**src/bba_ram.sv**
```systemverilog
module bba_ram #(
  parameter int unsigned WIDTH = 8,
  parameter int unsigned DEPTH = 16
) (
  input  logic                     clk_i,
  input  logic                     we_i,
  input  logic [$clog2(DEPTH)-1:0] waddr_i,
  input  logic [WIDTH-1:0]         wdata_i,
  input  logic                     re_i,
  input  logic [$clog2(DEPTH)-1:0] raddr_i,
  output logic [WIDTH-1:0]         rdata_o
);

  logic [WIDTH-1:0] mem_q [DEPTH];
  logic [WIDTH-1:0] rdata_q;

  // write port
  always_ff @(posedge clk_i) begin
    if (we_i) begin
      mem_q[waddr_i] <= wdata_i;
    end
  end

  // registered read port
  always_ff @(posedge clk_i) begin
    if (re_i) begin
      rdata_q <= mem_q[raddr_i];
    end
  end

  assign rdata_o = rdata_q;

endmodule

```
**config.mk**
```make
export PLATFORM = sky130hd
export DESIGN_NAME = bba_ram
export DESIGN_NICKNAME = d
export VERILOG_FILES = /design/src/bba_ram.sv
export SDC_FILE = /design/constraint.sdc
export NUM_CORES = 1
export LEC_CHECK = 0
export BUFFER_PORTS_ARGS = -buffer_cell sky130_fd_sc_hd__buf_2
export CORE_ASPECT_RATIO = 1.4
export CORE_MARGIN = 5
export CORE_UTILIZATION = 30
export DETAILED_ROUTE_END_ITERATION = 7
export GPL_TIMING_DRIVEN = 0
export HOLD_SLACK_MARGIN = 0.12
export SYNTH_ARGS = -nofsm -noshare
export SYNTH_HDL_FRONTEND = slang
export SYNTH_SLANG_ARGS = --single-unit
```
**constraint.sdc**
```tcl
create_clock -name clk_i -period 4.2 [get_ports clk_i]
set_clock_uncertainty 0.05 [all_clocks]
set_input_delay 1.05 -clock clk_i [delete_from_list [all_inputs] [get_ports clk_i]]
set_output_delay 1.05 -clock clk_i [all_outputs]
set_load 0.02 [all_outputs]
```
== Word level (Yosys, flattened, before mapping) ==
Memory sizes are Yosys's and may differ from the RTL's. A register that Yosys moved wholly into a read port is not among the register bits.
Index checks and enable logic that the tools add are counted.

* RAM bits: 128
* Bits in read-only memories: 0
* Word-level logic and storage cells: 3
* Register bits: 0
* Input bits: 19
* Bits in latches: 0
* Memories: 1

* Order comparisons: 0
* Multiply operators: 0
* Bitwise operators: 0
* Eq/ne operators: 0
* Mux-type cells: 2
* Reduce and logical (&&, ||, !) cells: 0
* Div/mod/pow operators: 0
* Shift operators: 0
* Add/sub/neg operators: 0

{| class="wikitable"
|+ Memory list
! name !! words !! width !! rd ports !! clocked after memory_dff !! write ports !! RTL line !! source
|-
| mem_q || 16 || 8 || 1 || 1 || 1 || 14 || <nowiki>logic [WIDTH-1:0] mem_q [DEPTH];</nowiki>
|}

{| class="wikitable"
|+ Operators by type and width
! cell !! number
|-
| $mux W1 || 2
|}

== Depth between registers and ports, before layout ==
* Depth after elaboration: 2
* Mapped depth: 5
* Depth with buffers taken out: 3

== Least setup slack after synthesis ==
No wires, ideal clock.

* Path kind: input -> register
* From: input waddr_i[2]
* To: memory mem_q[0][0], enable pin
* Library setup time: 0.383 ns
* Cell stages on the path: 2
* Path slack: 1.607 ns
* Buffers on the path: 0
* Arrival time: 2.160 ns
* Path through: or3b_2 -> nor3_1

{| class="wikitable"
|+ RTL lines
! element !! RTL line !! source
|-
| start: declaration || 7 || <nowiki>input logic [$clog2(DEPTH)-1:0] waddr_i,</nowiki>
|-
| end: declaration || 14 ||
|}

No word-level cell before the write port.

== Worst setup path after layout ==
* From: input waddr_i[2]
* To: memory mem_q[0][5], enable pin

No word-level cell before the write port.

==> key figures <==
Synthesis
  • Mean Syn Cell Area: 22.8 sq um
  • Number of unique standard cell types used by synthesis: 18
  • Syn. warnings: 0
  • Seq/Total Area, Yosys: 0.781
  • Number of storage elements in the synthesis netlist: 136
  • Mapped Cells: 229
  • Synthesized area: 0.00523 sq mm
  • Post-synth net total: 248

Critical path
  • Worst endpoint required time: 4.16 ns
  • Length in cells of the worst reg-to-reg path: 3
  • Arrival time reported for the critical path endpoint: 2.67 ns
  • CP startpoint kind: input pin
  • Category of the worst setup path capture point: register
  • Maximum net fanout on the critical path: 8
  • Critical path class: input pin to register

GRT
  • Wire length of the first global-routing pass: 15500 microns
  • Number of antenna violations at the first check in global routing: 0
  • Final global-route overflow total: 0
  • Vias in the first global route: 2495
  • Overall global routing resource usage: 0.106
  • Maximum number of pins on one net before global-route repair: 17

Power
  • Pwr Density: 501 mW/mm^2
  • Largest voltage drop on the vdd net: 0.291 mV
  • Static power due to leakage: 2.03 nW
  • Total Power: 0.00311 W

Route
  • Initial DRT Pass Iterations: 4
  • DR vias/cell: 4.63
  • Final Routed Wirelength: 10200 microns
  • DRT antenna net count: 0
  • Violation count after the first detailed-route iteration: 196
  • Routed wirelength normalized by instance count: 19.6 microns
  • DR vias: 2417
  • Detailed-route DRC error count: 0

Outcome
  • Result of the run: finished clean

Place
  • Final RePlAce weighted congestion: 0.797
  • HPWL after detailed placement: 6680 microns
  • Port Buf Inserts: 25

Floorplanning
  • Row cnt: 57
  • Starting Density: 0.303
  • Die boundary height: 166 microns
  • Overall die area: 0.0202 sq mm
  • Die W: 122 microns
  • Top Ports: 27
  • Floorplan core area: 0.0173 sq mm

Run
  • Max capacitance violation total: 0

Timing
  • Clock period minus final worst setup slack: 2.71 ns
  • Slew of the pin with the lowest slew margin: 1.33 ns
  • Maximum clock frequency: 369 MHz
  • Post-route clock period utilization: 0.645
  • Final setup viols: 0
  • Headroom to the max-slew limit: 0.107
  • Count of final max-slew check failures: 0
  • Hold violation count in the final report: 0
  • Unrepaired setup endpoints after global routing: false
  • Setup TNS: 0 ns

Min path
  • Worst Hold Path Cells: 3
  • Hold Path Class: register to register

Finish
  • Antenna Cells: 0
  • Share of cells above drive strength 1: 0.276
  • Nets: 292
  • Syn-to-layout area delta: 18.9%

Clock network
  • Number of buffers inserted by post-CTS setup repair: 0
  • Root buffer selected by CTS: sky130_fd_sc_hd__clkbuf_16
  • CTS max path bufs: 2
  • Clock network latency to the later pin of the worst-skew pair: 0.41 ns
  • Clk pin slew, worst setup/hold paths: 0.05 ns
  • Number of buffers created by CTS: 17
  • CTS tree: built
  • Number of hold buffers added after cts: 0
  • Cells resized by post-CTS repair: 0
  • CTS H-tree depth: 4
  • Sink count of the clock tree: 136
-- critical path, cell delays in order --
cell and delay, ns:
sky130_fd_sc_hd__buf_2 0.11, sky130_fd_sc_hd__or3b_2 0.52, sky130_fd_sc_hd__nor3_1 0.98
-- cell usage after synthesis --
cell	n	area share
sky130_fd_sc_hd__nor2_1	13	0.0093
sky130_fd_sc_hd__nand2_1	9	0.0065
sky130_fd_sc_hd__nand2b_1	2	0.0024
sky130_fd_sc_hd__nor3_1	4	0.0038
sky130_fd_sc_hd__nand3_1	1	0.00096
sky130_fd_sc_hd__or3b_2	1	0.0017
sky130_fd_sc_hd__clkdlybuf4s25_2	3	0.0057
sky130_fd_sc_hd__nand3b_1	2	0.0029
sky130_fd_sc_hd__a22oi_1	16	0.023
sky130_fd_sc_hd__buf_2	3	0.0029
sky130_fd_sc_hd__buf_4	1	0.0014
sky130_fd_sc_hd__and2_1	1	0.0012
sky130_fd_sc_hd__nor2b_1	1	0.0012
sky130_fd_sc_hd__mux4_1	14	0.070
sky130_fd_sc_hd__edfxtp_1	136	0.78
sky130_fd_sc_hd__mux4_2	18	0.078
sky130_fd_sc_hd__buf_6	3	0.0065
sky130_fd_sc_hd__and2b_1	1	0.0014
-- routing by layer --
layer  vias up  wire length (microns)  GRT usage
met4         0                    195     0.0361
met2        91                   5090      0.168
li1       1074                      -          -
met3        15                    674     0.0351
met5         -                      0          0
met1      1237                   4250      0.138
-- path summary, 6_finish.rpt --
check / from / end / slack, ns
setup / recovery: waddr_i[2] / mem_q[0][5] / 1.49
hold / removal: mem_q[12][2] / rdata_o[2] / 0.70
setup reg to reg: mem_q[1][2] / rdata_o[2] / 2.56
hold reg to reg: mem_q[12][2] / rdata_o[2] / 0.70
-- state kept, by name, indices dropped and copies added, names as in the netlist --
register  count
rdata_o       8
mem_q       128
-- logic make-up (layout without fill, tap and decap cells) --
kind of cell / after synthesis / after routing / share of synthesized area
buf+inv: 10 / 67 / 0.0165
mux: 32 / 32 / 0.148
compound gates: 16 / 16 / 0.0230
flops: 136 / 136 / 0.781
simple gates: 35 / 35 / 0.0314
-- where the power goes --
group	internal, W	leakage (nW)	switching, W
Clock	0.000919	0.277	0.000507
Sequential	0.00153	1.24	0.00000625
Combinational	0.0000591	0.518	0.0000932
-- cell type report --
cell class,instances,area (sq um)
fillers,1636,11000
flip-flops and latches,136,4080
multi-input cells,83,1060
clock buffers,20,437
well taps,236,295
clock inverters,12,133
repair buffers,25,125
plain buffers,10,86.3
-- metrics by stage --
| stage | worst slack, ns | std cells | hold slack [ns] | utilization | area (sq um) |
|---|---|---|---|---|---|
| 2_1_floorplan | 1.61 | 229 | 0.655 | - | 5230 |
| 3_3_place_gp | 1.01 | 490 | 0.689 | 0.327 | 5650 |
| 3_5_place_dp | 1.05 | 490 | 0.693 | 0.327 | 5650 |
| 4_1_cts | 1.49 | 522 | 0.706 | 0.360 | 6220 |
| 5_1_grt | 1.43 | 522 | 0.764 | 0.360 | 6220 |
| 6_report | 1.49 | 522 | 0.703 | 0.360 | 6220 |
-- placed cells by master, fill, tap and decap left out, types with 4 or more instances in the layout --
cell                          n
sky130_fd_sc_hd__a22oi_1     16
sky130_fd_sc_hd__buf_2       28
sky130_fd_sc_hd__clkbuf_16   17
sky130_fd_sc_hd__clkinv_1     4
sky130_fd_sc_hd__clkinv_2     4
sky130_fd_sc_hd__edfxtp_1   136
sky130_fd_sc_hd__mux4_1      14
sky130_fd_sc_hd__mux4_2      18
sky130_fd_sc_hd__nand2_1      9
sky130_fd_sc_hd__nor2_1      13
sky130_fd_sc_hd__nor3_1       4
Power figures use the tool's default switching activity.
